===== config.mk =====
export PLATFORM = sky130hd
export DESIGN_NAME = utf8_escape_char_grouper
export DESIGN_NICKNAME = d
export VERILOG_FILES = /design/src/hdl/uecg_pkg.sv /design/src/hdl/utf8_escape_char_grouper.sv /design/src/hdl/uecg_front.sv /design/src/hdl/uecg_queue.sv /design/src/hdl/uecg_back.sv
export SDC_FILE = /design/constraint.sdc
export NUM_CORES = 1
export LEC_CHECK = 0
export ABC_AREA = 1
export BUFFER_PORTS_ARGS = -buffer_cell sky130_fd_sc_hd__buf_2
export CAP_MARGIN = 10
export CELL_PAD_IN_SITES_DETAIL_PLACEMENT = 1
export CELL_PAD_IN_SITES_GLOBAL_PLACEMENT = 2
export CORE_ASPECT_RATIO = 2
export CORE_MARGIN = 5
export CORE_UTILIZATION = 39
export DETAILED_ROUTE_END_ITERATION = 8
export PLACE_DENSITY = 0.89
export SYNTH_ARGS = -nofsm -noshare
export SYNTH_HDL_FRONTEND = slang
export SYNTH_HIERARCHICAL = 1
export SYNTH_SLANG_ARGS = --single-unit

===== constraint.sdc =====
create_clock -name clock -period 3.95 [get_ports clock]
set_clock_uncertainty 0.15 [all_clocks]
set_input_delay 0.5925 -clock clock [delete_from_list [all_inputs] [get_ports clock]]
set_output_delay 0.5925 -clock clock [all_outputs]
set_load 0.05 [all_outputs]

===== src/hdl/uecg_pkg.sv =====
`default_nettype none
package uecg_pkg;

   localparam int unsigned QDEPTH = 4;
   localparam int unsigned QPTR_W = $clog2(QDEPTH);
   localparam int unsigned QCNT_W = $clog2(QDEPTH + 1);

   localparam logic [7:0] BACKSLASH = 8'h5C;

   // classified byte handed from the front to the back
   typedef struct packed {
      logic [7:0] data;
      logic       last;
      logic [1:0] cont;      // continuation bytes announced, 0 when not a lead
      logic       is_bs;
      logic [7:0] esc_word;  // value if this byte follows a backslash
   } class_type;

endpackage
`default_nettype wire


===== src/hdl/utf8_escape_char_grouper.sv =====
// channel  | direction | handshake            | payload
// req      | in        | req_valid, req_stall | req_byte_in, req_last_byte
// rsp      | out       | rsp_valid, rsp_stall | rsp_char_word, rsp_has_char,
//          |           |                      | rsp_end_of_string, rsp_truncated
//
// one byte accepted per cycle while req_stall is low; a result passes through the
// classify register, the four-entry queue and the output register
// bytes that finish no character and are not last give no result
// reset is synchronous and clears all control and grouping state
// a stalled result holds; bytes keep entering until the queue fills
`default_nettype none
module utf8_escape_char_grouper
   import uecg_pkg::*;
(
   input  wire logic        clock,
   input  wire logic        reset,
   input  wire logic        req_valid,
   output      logic        req_stall,
   input  wire logic [7:0]  req_byte_in,
   input  wire logic        req_last_byte,
   output      logic        rsp_valid,
   input  wire logic        rsp_stall,
   output      logic [31:0] rsp_char_word,
   output      logic        rsp_has_char,
   output      logic        rsp_end_of_string,
   output      logic        rsp_truncated
);

   logic      cls_valid;
   logic      cls_full;
   class_type cls_item;
   logic      head_valid;
   class_type head_item;
   logic      pop;

   uecg_front u_front (
      .clock         (clock),
      .reset         (reset),
      .req_valid     (req_valid),
      .req_stall     (req_stall),
      .req_byte_in   (req_byte_in),
      .req_last_byte (req_last_byte),
      .cls_valid     (cls_valid),
      .cls_full      (cls_full),
      .cls_item      (cls_item)
   );

   uecg_queue u_queue (
      .clock      (clock),
      .reset      (reset),
      .push       (cls_valid),
      .push_item  (cls_item),
      .full       (cls_full),
      .pop        (pop),
      .head_valid (head_valid),
      .head_item  (head_item)
   );

   uecg_back u_back (
      .clock             (clock),
      .reset             (reset),
      .head_valid        (head_valid),
      .head_item         (head_item),
      .pop               (pop),
      .rsp_valid         (rsp_valid),
      .rsp_stall         (rsp_stall),
      .rsp_char_word     (rsp_char_word),
      .rsp_has_char      (rsp_has_char),
      .rsp_end_of_string (rsp_end_of_string),
      .rsp_truncated     (rsp_truncated)
   );

endmodule
`default_nettype wire


===== src/hdl/uecg_front.sv =====
`default_nettype none
module uecg_front
   import uecg_pkg::*;
(
   input  wire logic       clock,
   input  wire logic       reset,
   input  wire logic       req_valid,
   output      logic       req_stall,
   input  wire logic [7:0] req_byte_in,
   input  wire logic       req_last_byte,
   output      logic       cls_valid,
   input  wire logic       cls_full,
   output      class_type  cls_item
);

   logic      valid_ff;
   class_type item_ff;
   class_type item_in;
   logic      adv;

   function automatic logic [1:0] cont_count(input logic [7:0] b);
      logic [1:0] n;
      n = 2'd0;
      if (b >= 8'hC2 && b <= 8'hDF) n = 2'd1;
      else if (b >= 8'hE0 && b <= 8'hEF) n = 2'd2;
      else if (b >= 8'hF0 && b <= 8'hF4) n = 2'd3;
      return n;
   endfunction

   function automatic logic [7:0] escape_map(input logic [7:0] b);
      logic [7:0] v;
      case (b)
         8'h61: v = 8'h07;   // a
         8'h62: v = 8'h08;   // b
         8'h66: v = 8'h0C;   // f
         8'h6E: v = 8'h0A;   // n
         8'h72: v = 8'h0D;   // r
         8'h74: v = 8'h09;   // t
         8'h76: v = 8'h0B;   // v
         8'h0A: v = 8'h00;   // escaped newline gives nothing
         default: v = b;
      endcase
      return v;
   endfunction

   always_comb begin
      item_in.data     = req_byte_in;
      item_in.last     = req_last_byte;
      item_in.cont     = cont_count(req_byte_in);
      item_in.is_bs    = (req_byte_in == BACKSLASH);
      item_in.esc_word = escape_map(req_byte_in);
   end

   // stage moves when empty or when the queue takes its item
   assign adv       = !valid_ff || !cls_full;
   assign req_stall = !adv;
   assign cls_valid = valid_ff;
   assign cls_item  = item_ff;

   always_ff @(posedge clock) begin
      if (reset) begin
         valid_ff <= 1'b0;
      end else if (adv) begin
         valid_ff <= req_valid;
      end
      if (adv && req_valid) begin
         item_ff <= item_in;
      end
   end

endmodule
`default_nettype wire


===== src/hdl/uecg_queue.sv =====
`default_nettype none
module uecg_queue
   import uecg_pkg::*;
(
   input  wire logic      clock,
   input  wire logic      reset,
   input  wire logic      push,
   input  wire class_type push_item,
   output      logic      full,
   input  wire logic      pop,
   output      logic      head_valid,
   output      class_type head_item
);

   class_type           mem [QDEPTH];
   logic [QPTR_W-1:0]   wr_ff;
   logic [QPTR_W-1:0]   rd_ff;
   logic [QCNT_W-1:0]   cnt_ff;
   logic                do_push;
   logic                do_pop;

   assign full       = (cnt_ff == QCNT_W'(QDEPTH));
   assign head_valid = (cnt_ff != '0);
   assign head_item  = mem[rd_ff];
   assign do_push    = push && !full;
   assign do_pop     = pop && head_valid;

   always_ff @(posedge clock) begin
      if (reset) begin
         wr_ff  <= '0;
         rd_ff  <= '0;
         cnt_ff <= '0;
      end else begin
         if (do_push) wr_ff <= wr_ff + QPTR_W'(1);
         if (do_pop) rd_ff <= rd_ff + QPTR_W'(1);
         if (do_push && !do_pop) cnt_ff <= cnt_ff + QCNT_W'(1);
         else if (do_pop && !do_push) cnt_ff <= cnt_ff - QCNT_W'(1);
      end
   end

   always_ff @(posedge clock) begin
      if (do_push) begin
         mem[wr_ff] <= push_item;
      end
   end

endmodule
`default_nettype wire


===== src/hdl/uecg_back.sv =====
`default_nettype none
module uecg_back
   import uecg_pkg::*;
(
   input  wire logic        clock,
   input  wire logic        reset,
   input  wire logic        head_valid,
   input  wire class_type   head_item,
   output      logic        pop,
   output      logic        rsp_valid,
   input  wire logic        rsp_stall,
   output      logic [31:0] rsp_char_word,
   output      logic        rsp_has_char,
   output      logic        rsp_end_of_string,
   output      logic        rsp_truncated
);

   typedef enum logic [1:0] {PH_NONE, PH_BS, PH_SKIP} phase_type;

   phase_type   phase_ff, phase_in;
   logic [2:0]  left_ff, left_in;
   logic [31:0] acc_ff, acc_in;
   logic [7:0]  escv_ff, escv_in;
   logic        valid_ff;
   logic [31:0] word_ff;
   logic        has_ff, eos_ff, trunc_ff;

   logic [31:0] acc_next;
   logic [31:0] word;
   logic        emit;
   logic        pending;
   logic        out_free;

   assign out_free = !valid_ff || !rsp_stall;
   assign pop      = head_valid && out_free;

   always_comb begin
      phase_in = phase_ff;
      left_in  = left_ff;
      acc_in   = acc_ff;
      escv_in  = escv_ff;
      acc_next = {acc_ff[23:0], head_item.data};
      word     = '0;
      emit     = 1'b0;
      case (phase_ff)
         PH_BS: begin
            if (head_item.cont != 2'd0) begin
               escv_in  = head_item.data;
               left_in  = {1'b0, head_item.cont};
               phase_in = PH_SKIP;
            end else begin
               word     = {24'd0, head_item.esc_word};
               emit     = (head_item.esc_word != 8'd0);
               phase_in = PH_NONE;
            end
         end
         PH_SKIP: begin
            if (left_ff > 3'd1) begin
               left_in = left_ff - 3'd1;
            end else begin
               left_in  = '0;
               word     = {24'd0, escv_ff};
               emit     = (escv_ff != 8'd0);
               phase_in = PH_NONE;
            end
         end
         default: begin
            phase_in = PH_NONE;
            if (left_ff != 3'd0) begin
               left_in = left_ff - 3'd1;
               if (left_ff == 3'd1) begin
                  word   = acc_next;
                  emit   = (acc_next != 32'd0);
                  acc_in = '0;
               end else begin
                  acc_in = acc_next;
               end
            end else if (head_item.is_bs) begin
               phase_in = PH_BS;
            end else if (head_item.cont != 2'd0) begin
               acc_in  = {24'd0, head_item.data};
               left_in = {1'b0, head_item.cont};
            end else begin
               word = {24'd0, head_item.data};
               emit = (head_item.data != 8'd0);
            end
         end
      endcase
      pending = (phase_in != PH_NONE) || (left_in != 3'd0);
      // the end of a string puts everything back to reset
      if (head_item.last) begin
         phase_in = PH_NONE;
         left_in  = '0;
         acc_in   = '0;
         escv_in  = '0;
      end
   end

   always_ff @(posedge clock) begin
      if (reset) begin
         phase_ff <= PH_NONE;
         left_ff  <= '0;
         acc_ff   <= '0;
         escv_ff  <= '0;
         valid_ff <= 1'b0;
      end else begin
         if (pop) begin
            phase_ff <= phase_in;
            left_ff  <= left_in;
            acc_ff   <= acc_in;
            escv_ff  <= escv_in;
         end
         if (pop && (emit || head_item.last)) begin
            valid_ff <= 1'b1;
         end else if (out_free) begin
            valid_ff <= 1'b0;
         end
      end
      if (pop && (emit || head_item.last)) begin
         word_ff  <= emit ? word : 32'd0;
         has_ff   <= emit;
         eos_ff   <= head_item.last;
         trunc_ff <= head_item.last && pending;
      end
   end

   assign rsp_valid         = valid_ff;
   assign rsp_char_word     = word_ff;
   assign rsp_has_char      = has_ff;
   assign rsp_end_of_string = eos_ff;
   assign rsp_truncated     = trunc_ff;

endmodule
`default_nettype wire


==> results.yml, run 1 <==
worst_hold_path:
  hp-class: "input pin to flip-flop"
synthesis:
  ys_seq_area_share_pct: 64.03
  synth_cell_type_count: 38
  synth_nets: 804
  synth_cells: 780
  syn_area_um2: 7833
  synth-seq-cells: 183
  avgSynthCellArea_um2: 10.04
  synth_warnings: 6
place:
  port_buffers: 49
  placed_cells: 1079
  place.detailed.hpwl_mm: 15.30
  gp_congestion: 0.8374
critical_path:
  end_kind: "flip-flop"
  cp.arrival_ns: 3.07
  start_kind: "flip-flop"
  critPathMaxFanout: 40
  cp.required_ns: 4.12
  r2r_slack_ns: 1.05
  critical_path_class: "flip-flop to flip-flop"
die:
  design.die.area_um2: 23190
  rows: 73
  core_um2: 19820
  start_util_pct: 39.52
  ios: 50
  die_w_um: 110.2
  die_y_um: 210.4
global_routing:
  grt_usage_pct: 18.52
  grt_pass1_vias: 6041
  grt_pass1_wl_mm: 31.88
  grt_max_degree: 49
  antenna_found_initial: 0
  globalRouteOverflowTotal: 0
layout:
  drive_above_1_share_pct: 15.08
  fin_nets: 860
  instances_no_fill: 1111
  diodes: 0
  area_growth_pct: 14.50
route:
  drtIter0Drc: 195
  wire_per_inst_um: 18.27
  drt-total-wl_mm: 20.29
  drt_pre_antenna_iters: 4
  viasPerCell: 5.091
  route.vias.total: 5656
  ant_nets: 0
  drc_errors: 0
cts:
  ctsResizeCount: 0
  cts_num_sinks: 183
  clk_pin_slew_ns: 0.07
  clk_latency_ns: 0.44
  postCtsSetupBuffers: 0
  numCtsBuffers: 17
  cts_tree: "done"
  root_buffer: "clkbuf_16"
  cts.htree.levels: 4
  hold_buffers: 0
  clockBufferDepth: 2
sta:
  tightestPinTransition_ns: 1.159
  setup_violations: 0
  min_period_ns: 2.901
  slew_headroom_pct: 22.66
  drv_slew: 0
  holdWs_ns: 0.1782
  hold_violations: 0
  tns_ns: 0
  fmax_ghz: 0.3447
  fin_crit_sh_pct: 73.43
  rsz0062_at_grt: "false"
job:
  maxCapViolations: 0
pwr:
  total_power_mw: 7.378
  p_leak_nw: 3.372
  vdd_drop_max_mv: 0.3164
  power_density_nw_per_um2: 822.7
outcome:
  outcome: "complete, no violations"
==> placed cells by master (no fill, tap or decap), types with 2 or more instances in the layout <==
master,Yosys,routed
clkinvlp_4,0,2
inv_2,6,6
nor2_4,2,2
buf_4,1,20
o21ai_0,16,16
nor3_1,37,37
nand2_2,11,11
o211ai_1,2,2
a21oi_1,53,53
clkinv_1,1,2
nor2_2,4,5
buf_2,11,49
dfxtp_1,48,48
edfxtp_1,135,135
clkinv_4,0,4
inv_1,80,80
xor2_1,2,2
inv_6,0,4
nand3_1,18,18
ha_1,10,10
nand4_1,9,9
inv_8,0,3
nor2_1,121,120
clkbuf_16,0,17
o21ai_1,43,43
nand2_1,103,103
o22ai_1,21,21
a31oi_1,15,15
==> area by class of cell <==
type / instances / area [µm²]
tap: 262 / 327.8
clock inverter: 15 / 138.9
clock buffer: 17 / 425.4
timing repair buffer: 69 / 395.4
sequential: 183 / 5015
fill: 2288 / 10850
inverter: 87 / 326.6
multi-input combinational: 478 / 2340
==> path summary, 6_finish.rpt <==
check	from	to	depth (start not counted)
setup / recovery	flip-flop	u_back/escv_ff[3]	9
hold / removal	req_last_byte	u_front/cls_item[11]	1
setup reg to reg	flip-flop	u_back/escv_ff[3]	9
hold reg to reg	u_back/acc_ff[17]	u_back/acc_ff[17]	2
==> flip-flops by register name, indices dropped and copies added (netlist names), named ones only <==
signal	cells
u_queue/mem	80
u_queue/rd_ff	2
u_front/cls_item	20
u_back/rsp_truncated	1
u_back/rsp_has_char	1
u_queue/cnt_ff	3
u_back/escv_ff	8
u_queue/wr_ff	2
u_back/rsp_end_of_string	1
u_back/rsp_char_word	32
u_back/rsp_valid	1
u_back/acc_ff	24
u_front/cls_valid	1
u_back/phase_ff	2
u_back/left_ff	3
==> metal layers <==
| metal | share of wire, % | global-route usage [%] | vias to the layer above |
|---|---|---|---|
| met4 | 5.2 | 10.84 | 0 |
| met3 | 2.4 | 3.279 | 47 |
| li1 | - | - | 2785 |
| met5 | 0 | 0 | - |
| met1 | 33 | 16.66 | 2733 |
| met2 | 60 | 36.41 | 91 |
==> metrics by stage <==
step                cell area (µm²)  worst slack, ns  util, %
floorplan                      7833            1.023        -
global placement               8404            1.121    42.40
detailed placement             8404            1.069    42.40
CTS                            8969            1.055    45.25
global route                   8969           0.7779    45.25
finish                         8969            1.049    45.25
==> synth_stat cells, drive strengths merged <==
cell type / number / area share, %
nor3b: 1 / 0.096
o22ai: 21 / 1.7
a21oi: 54 / 3.5
nand3b: 1 / 0.096
o21ai: 60 / 3.9
clkinv: 1 / 0.048
nand2: 114 / 5.8
a211oi: 1 / 0.096
fa: 1 / 0.26
a31oi: 15 / 1.2
inv: 86 / 4.1
clkbuf: 16 / 0.78
nand4: 9 / 0.72
ha: 10 / 1.6
buf: 16 / 1.2
nor4: 1 / 0.080
a32oi: 1 / 0.11
dfxtp: 48 / 12
o221ai: 1 / 0.11
o211ai: 2 / 0.19
xor2: 2 / 0.22
edfxtp: 135 / 52
o21bai: 1 / 0.14
nand3: 18 / 1.2
nor2: 127 / 6.4
nor3: 38 / 2.5
==> power by group <==
group	internal [mW]	switching [mW]	leakage [nW]
registers	2.54	0.175	1.66
clock network	0.831	0.777	0.271
logic	0.752	2.30	1.44
==> kinds of logic (layout without fill, tap and decap cells) <==
| group | Yosys count | count (layout) | share of synthesized area, % |
|---|---|---|---|
| adder cells (fa/ha/maj) | 11 | 11 | 1.853 |
| AND/OR/NAND/NOR | 309 | 309 | 16.85 |
| buffers and inverters | 119 | 188 | 6.134 |
| XOR/XNOR | 2 | 2 | 0.2237 |
| AO/OA/AOI/OAI | 156 | 156 | 10.91 |
| flip-flops | 183 | 183 | 64.03 |
==> worst max-delay path, cell delays in order (launching register included) <==
cell,delay (ns)
dfxtp_1,0.35
buf_4,0.38
o21ai_1,0.13
o22ai_1,0.49
clkinv_1,0.25
buf_4,0.25
nand2_1,0.22
nand2_1,0.28
a21oi_1,0.20
a211oi_1,0.06
Note: power is estimated with default switching activity, not from simulation.
==> inputs of run 2 (changes only) <==
--- a/config.mk
+++ b/config.mk
@@ -5,16 +5,16 @@
 export SDC_FILE = /design/constraint.sdc
 export NUM_CORES = 1
 export LEC_CHECK = 0
-export ABC_AREA = 1
+export ABC_AREA = 0
 export BUFFER_PORTS_ARGS = -buffer_cell sky130_fd_sc_hd__buf_2
 export CAP_MARGIN = 10
 export CELL_PAD_IN_SITES_DETAIL_PLACEMENT = 1
 export CELL_PAD_IN_SITES_GLOBAL_PLACEMENT = 2
 export CORE_ASPECT_RATIO = 2
 export CORE_MARGIN = 5
-export CORE_UTILIZATION = 39
+export CORE_UTILIZATION = 38
 export DETAILED_ROUTE_END_ITERATION = 8
-export PLACE_DENSITY = 0.89
+export PLACE_DENSITY = 0.85
 export SYNTH_ARGS = -nofsm -noshare
 export SYNTH_HDL_FRONTEND = slang
 export SYNTH_HIERARCHICAL = 1
==> constraint.sdc (replaced) <==
create_clock -name clock -period 2.6 [get_ports clock]
set_clock_uncertainty 0.15 [all_clocks]
set_input_delay 0.39 -clock clock [delete_from_list [all_inputs] [get_ports clock]]
set_output_delay 0.39 -clock clock [all_outputs]
set_load 0.05 [all_outputs]
==> results.yml, run 2 <==
outcome:
  outcome: "finished, violations left"
  violations: "setup timing"
critical_path:
  cp.arrival_ns: 2.83
  path_cells: "mux4_2 > or4b_4 > a221o_1 > nand2_1 > o21ai_2 > a21oi_4 > buf_12"
  crit_buf_inv: 1
  cp_slowest_stage_delay_ns: 0.56
  critical_path_class: "flip-flop to flip-flop"
  critPathSlowestCell: "or4b_4"
  cp.required_ns: 2.58
  critPathMaxFanout: 25
  start_kind: "flip-flop"
  path_delay_family: "simple AND/OR/NAND/NOR gates"
  end_kind: "flip-flop"
die:
  start_util_pct: 38.30
  die_y_um: 209.9
  rows: 73
  core_um2: 19820
  design.die.area_um2: 23070
  ios: 50
  die_w_um: 109.9
sta:
  holdWs_ns: 0.04927
  slew_headroom_pct: 57.69
  drv_slew: 0
  hold_violations: 0
  tightestPinTransition_ns: 0.6323
  rsz0062_at_grt: "true"
  fmax_ghz: 0.3511
  fin_crit_sh_pct: 109.5
  layout_setup_ws_ns: -0.2483
  min_period_ns: 2.848
  setup_violations: 61
job:
  maxCapViolations: 0
layout:
  largest_reg_flops: 80
  drive_above_1_share_pct: 29.71
  diodes: 0
  final_cell_mix: "edfxtp_1, buf_4, nand2_1, buf_2, dfxtp_1"
  top_register: "u_queue/mem"
  instances_no_fill: 962
  fin_nets: 711
  area_growth_pct: 23.59
  layout_commonest_cell: "edfxtp_1"
global_routing:
  grt_pass1_wl_mm: 29.77
  grt_usage_pct: 17.29
  globalRouteOverflowTotal: 0
  antenna_found_initial: 0
  grt_pass1_vias: 5642
  grt_max_degree: 42
route:
  wire_per_inst_um: 19.60
  drtIter0Drc: 181
  route.vias.total: 5113
  ant_nets: 0
  drc_errors: 0
  drt_pre_antenna_iters: 4
  drt-total-wl_mm: 18.86
  viasPerCell: 5.315
synthesis:
  synth_edf_count: 135
  synth_nets: 595
  synth_warnings: 6
  synth_top_area_share_pct: 53.40
  synth_cells: 571
  async_flop_share_pct: 0
  synth_cell_type_count: 60
  synth_area_leaders: "edfxtp_1, dfxtp_1, mux4_2"
  yosysMostFrequentCell: "edfxtp_1"
  yosysTopAreaCell: "edfxtp_1"
  ys_seq_area_share_pct: 66.06
  synth-seq-cells: 183
  avgSynthCellArea_um2: 13.29
  yosys-top-cells-count: "edfxtp_1, nand2_1, dfxtp_1, a21oi_1, nand3_1"
  synth_flop_cell: "edfxtp_1"
  syn_area_um2: 7591
pwr:
  power_density_nw_per_um2: 1060
  total_power_mw: 9.945
  p_leak_nw: 3.329
  vdd_drop_max_mv: 0.5143
place:
  place.detailed.hpwl_mm: 13.84
  placed_cells: 915
  gp_congestion: 0.8644
  port_buffers: 49
cts:
  cts.htree.levels: 4
  clk_pin_slew_ns: 0.07
  clockBufferDepth: 2
  root_buffer: "clkbuf_16"
  cts_tree: "done"
  clk_latency_ns: 0.43
  cts_num_sinks: 183
  numCtsBuffers: 17
worst_hold_path:
  hp-class: "input pin to flip-flop"
  min_from: "req_valid"
==> run 2: report_power, final <==
| group | switching, mW | internal, mW | total, mW |
|---|---|---|---|
| Combinational | 2.39 | 1.17 | 3.56 |
| Sequential | 0.198 | 3.66 | 3.86 |
| Clock | 1.15 | 1.37 | 2.52 |
| Total | 3.74 | 6.20 | 9.94 |
==> run 2: area by class of cell <==
| class | instances | area [µm²] |
|---|---|---|
| multi-input combinational | 347 | 2507 |
| tap | 262 | 327.8 |
| clock inverter | 11 | 110.1 |
| fill | 2067 | 10440 |
| clock buffer | 21 | 481.7 |
| inverter | 17 | 63.81 |
| timing repair buffer | 121 | 870.8 |
| sequential | 183 | 5020 |
==> run 2: per-layer routing <==
| layer | global-route usage, % | share of wire [%] | vias to the layer above |
|---|---|---|---|
| met1 | 14.93 | 32 | 2556 |
| met2 | 33.93 | 59 | 124 |
| met5 | 0 | 0 | - |
| li1 | - | - | 2380 |
| met3 | 2.893 | 3.0 | 53 |
| met4 | 11.49 | 6.2 | 0 |
==> run 2: what timing repair did <==
action	in CTS	in global routing
endpoints found under the hold margin	1	0
gates cloned	2	0
endpoints found under the setup margin	63	64
resized for setup	13	9
buffers inserted	8	4
pin swaps	4	2
hold buffers	1	0
==> run 2: worst register-to-register path: cells and delay by family, from the launching register on <==
family	cells	cell delay [ns]
flip-flops	1	0.40
AO/OA/AOI/OAI	3	0.60
multiplexers	1	0.52
AND/OR/NAND/NOR	2	0.67
buffers and inverters	1	0.20
==> run 2: stage by stage <==
step | setup TNS [ns] | instance area, µm² | util, % | setup WS, ns
after floorplan | -27.30 | 7607 | - | -0.7054
after global placement | -22.41 | 8537 | 43.07 | -0.4095
after detailed placement | -24.89 | 8537 | 43.07 | -0.4513
after CTS | -12.21 | 9309 | 46.97 | -0.2501
after global routing | -18.73 | 9382 | 47.33 | -0.3771
final | -12.18 | 9382 | 47.33 | -0.2483
==> run 2: path summary, 6_finish.rpt <==
kind | end | slack, ns | cells after the start
worst max-delay path | u_back/rsp_char_word[1] | -0.25 | 7
worst min-delay path | u_front/cls_valid | 0.05 | 3
worst max register to register | u_back/rsp_char_word[1] | -0.25 | 7
worst min register to register | u_back/acc_ff[21] | 0.32 | 2
==> run 2: kinds of logic after synthesis <==
kind of cell,synth area share [%]
DFF,66.06
and+or+nand+nor,13.38
adders and majority gates,1.912
xor gates and xnor gates,0.4615
muxes,6.197
AOI/OAI and AO/OA,9.313
buffers and inverters,2.670
==> inputs of run 3 (changes only) <==
==> constraint.sdc (replaced) <==
create_clock -name clock -period 2.6 [get_ports clock]
set_clock_uncertainty 0.15 [all_clocks]
set_input_delay 0.52 -clock clock [delete_from_list [all_inputs] [get_ports clock]]
set_output_delay 0.52 -clock clock [all_outputs]
set_load 0.05 [all_outputs]
==> results.yml, run 3 (synthesis gave the netlist of run 2 again) <==
sta:
  hold_violations: 0
  setup_violations: 61
  tns_ns: -16.98
  layout_setup_ws_ns: -0.3472
  tightestPinTransition_ns: 0.6275
  fin_crit_sh_pct: 113.4
  rsz0062_at_grt: "true"
  min_period_ns: 2.947
  drv_slew: 0
  slew_headroom_pct: 58.01
  holdWs_ns: 0.1097
  fmax_ghz: 0.3393
critical_path:
  critical_path_class: "flip-flop to flip-flop"
  cp.required_ns: 2.61
  start_kind: "flip-flop"
  critPathMaxFanout: 7
  end_kind: "flip-flop"
  cp.arrival_ns: 2.96
cts:
  numCtsBuffers: 17
  root_buffer: "clkbuf_16"
  clk_pin_slew_ns: 0.07
  cts.htree.levels: 4
  clockBufferDepth: 2
  cts_num_sinks: 183
  cts_tree: "done"
  clk_latency_ns: 0.44
  hold_buffers: 0
global_routing:
  use_met1_pct: 16.01
  globalRouteOverflowTotal: 0
  grt_pass1_wl_mm: 30.26
  met3_usage_pct: 3.755
  grtUsageMet2_pct: 34.02
  busiest_layer: "met2"
  antenna_found_initial: 0
  grt_pass1_vias: 5616
  grt_max_degree: 26
  grt_usage_pct: 17.58
route:
  drt-total-wl_mm: 19.30
  drtIter0Drc: 220
  ant_nets: 0
  route.vias.total: 5147
  viasPerCell: 5.345
  drc_errors: 0
  drt_pre_antenna_iters: 4
  wire_per_inst_um: 20.04
place:
  dpl_cell_area_um2: 8509
  gp_congestion: 0.8514
  port_buffers: 49
  place.detailed.hpwl_mm: 13.97
  post-place-ws_ns: -0.4264
outcome:
  violations: "setup timing"
  outcome: "finished, violations left"
layout:
  fin_nets: 713
  final_cell_mix: "edfxtp_1, buf_4, nand2_1, buf_2, dfxtp_1"
  fillerInstances: 2067
  largest_reg_flops: 80
  top_register: "u_queue/mem"
  drive_above_1_share_pct: 29.53
  post-route-cell-area_um2: 9434
  diodes: 0
  area_growth_pct: 24.28
  layout_commonest_cell: "edfxtp_1"
die:
  ios: 50
  core_um2: 19820
  die_w_um: 109.9
  design.die.area_um2: 23070
  rows: 73
  start_util_pct: 38.30
  die_y_um: 209.9
pwr:
  power_density_nw_per_um2: 1069
  vdd_drop_max_mv: 0.4720
  p_leak_nw: 3.337
  total_power_mw: 10.08
job:
  maxCapViolations: 0
worst_hold_path:
  hp-class: "input pin to flip-flop"
run 3: cell types whose count changed in the layout (fill, tap and decap cells not counted), moves of 2 or more:
cell	delta
buf_6	+3
buf_4	-2
clkbuf_8	-2
clkinv_1	+2
nand2_2	+2
nor4_2	-2
nor4_4	+2
run 3: final cells by class:
| class | instances | area, µm² | share of cell area (%) |
|---|---|---|---|
| Clock inverter | 13 | 138.9 | 1.472 |
| Timing Repair Buffer | 123 | 924.6 | 9.801 |
| Multi-Input combinational cell | 347 | 2531 | 26.83 |
| Inverter | 17 | 63.81 | 0.6764 |
| Clock buffer | 18 | 429.2 | 4.549 |
| Sequential cell | 183 | 5019 | 53.20 |
| Tap cell | 262 | 327.8 | 3.475 |
run 3: final timing paths:
kind | startpoint | end | slack, ns | cells after the start
worst max-delay path | flip-flop | u_back/rsp_char_word[18] | -0.35 | 8
worst min-delay path | req_last_byte | u_front/cls_item[11] | 0.11 | 1
worst max register to register | flip-flop | u_back/rsp_char_word[18] | -0.35 | 8
worst min register to register | u_back/acc_ff[17] | u_back/acc_ff[17] | 0.32 | 2
run 3: what timing repair did:
item                                    in CTS  in global routing
gates resized for setup                     15                 14
endpoints found under the setup margin      62                 64
pin swaps                                    3                 11
cloned                                       3                  3
setup buffers                                5                  8
run 3: power breakdown:
group	leakage, nW	switching, mW	internal (mW)
clock network	0.275	1.15	1.35
registers	1.65	0.193	3.66
logic	1.41	2.45	1.29
total	3.34	3.79	6.29
run 3: stage by stage:
stage          std cells  utilization [%]
3_3_place_gp         913            42.93
6_report             963            47.60
3_5_place_dp         913            42.93
5_1_grt              963            47.60
2_1_floorplan        571                -
4_1_cts              952            46.61
run 3: worst max-delay path, stage by stage, from the launching register on:
cell and delay (ns):
dfxtp_4 0.39, mux4_2 0.52, or4b_4 0.56, a221o_1 0.37
nand2_2 0.12, o21ai_4 0.08, a21oi_4 0.17, buf_12 0.16
clkbuf_16 0.15
run 3: layer usage:
metal	up-vias	part of all wire, %	routed length, µm
met2	135	60	11530
met4	0	4.5	869
met3	45	3.4	662
met5	-	0	0
li1	2385	-	-
met1	2582	32	6239
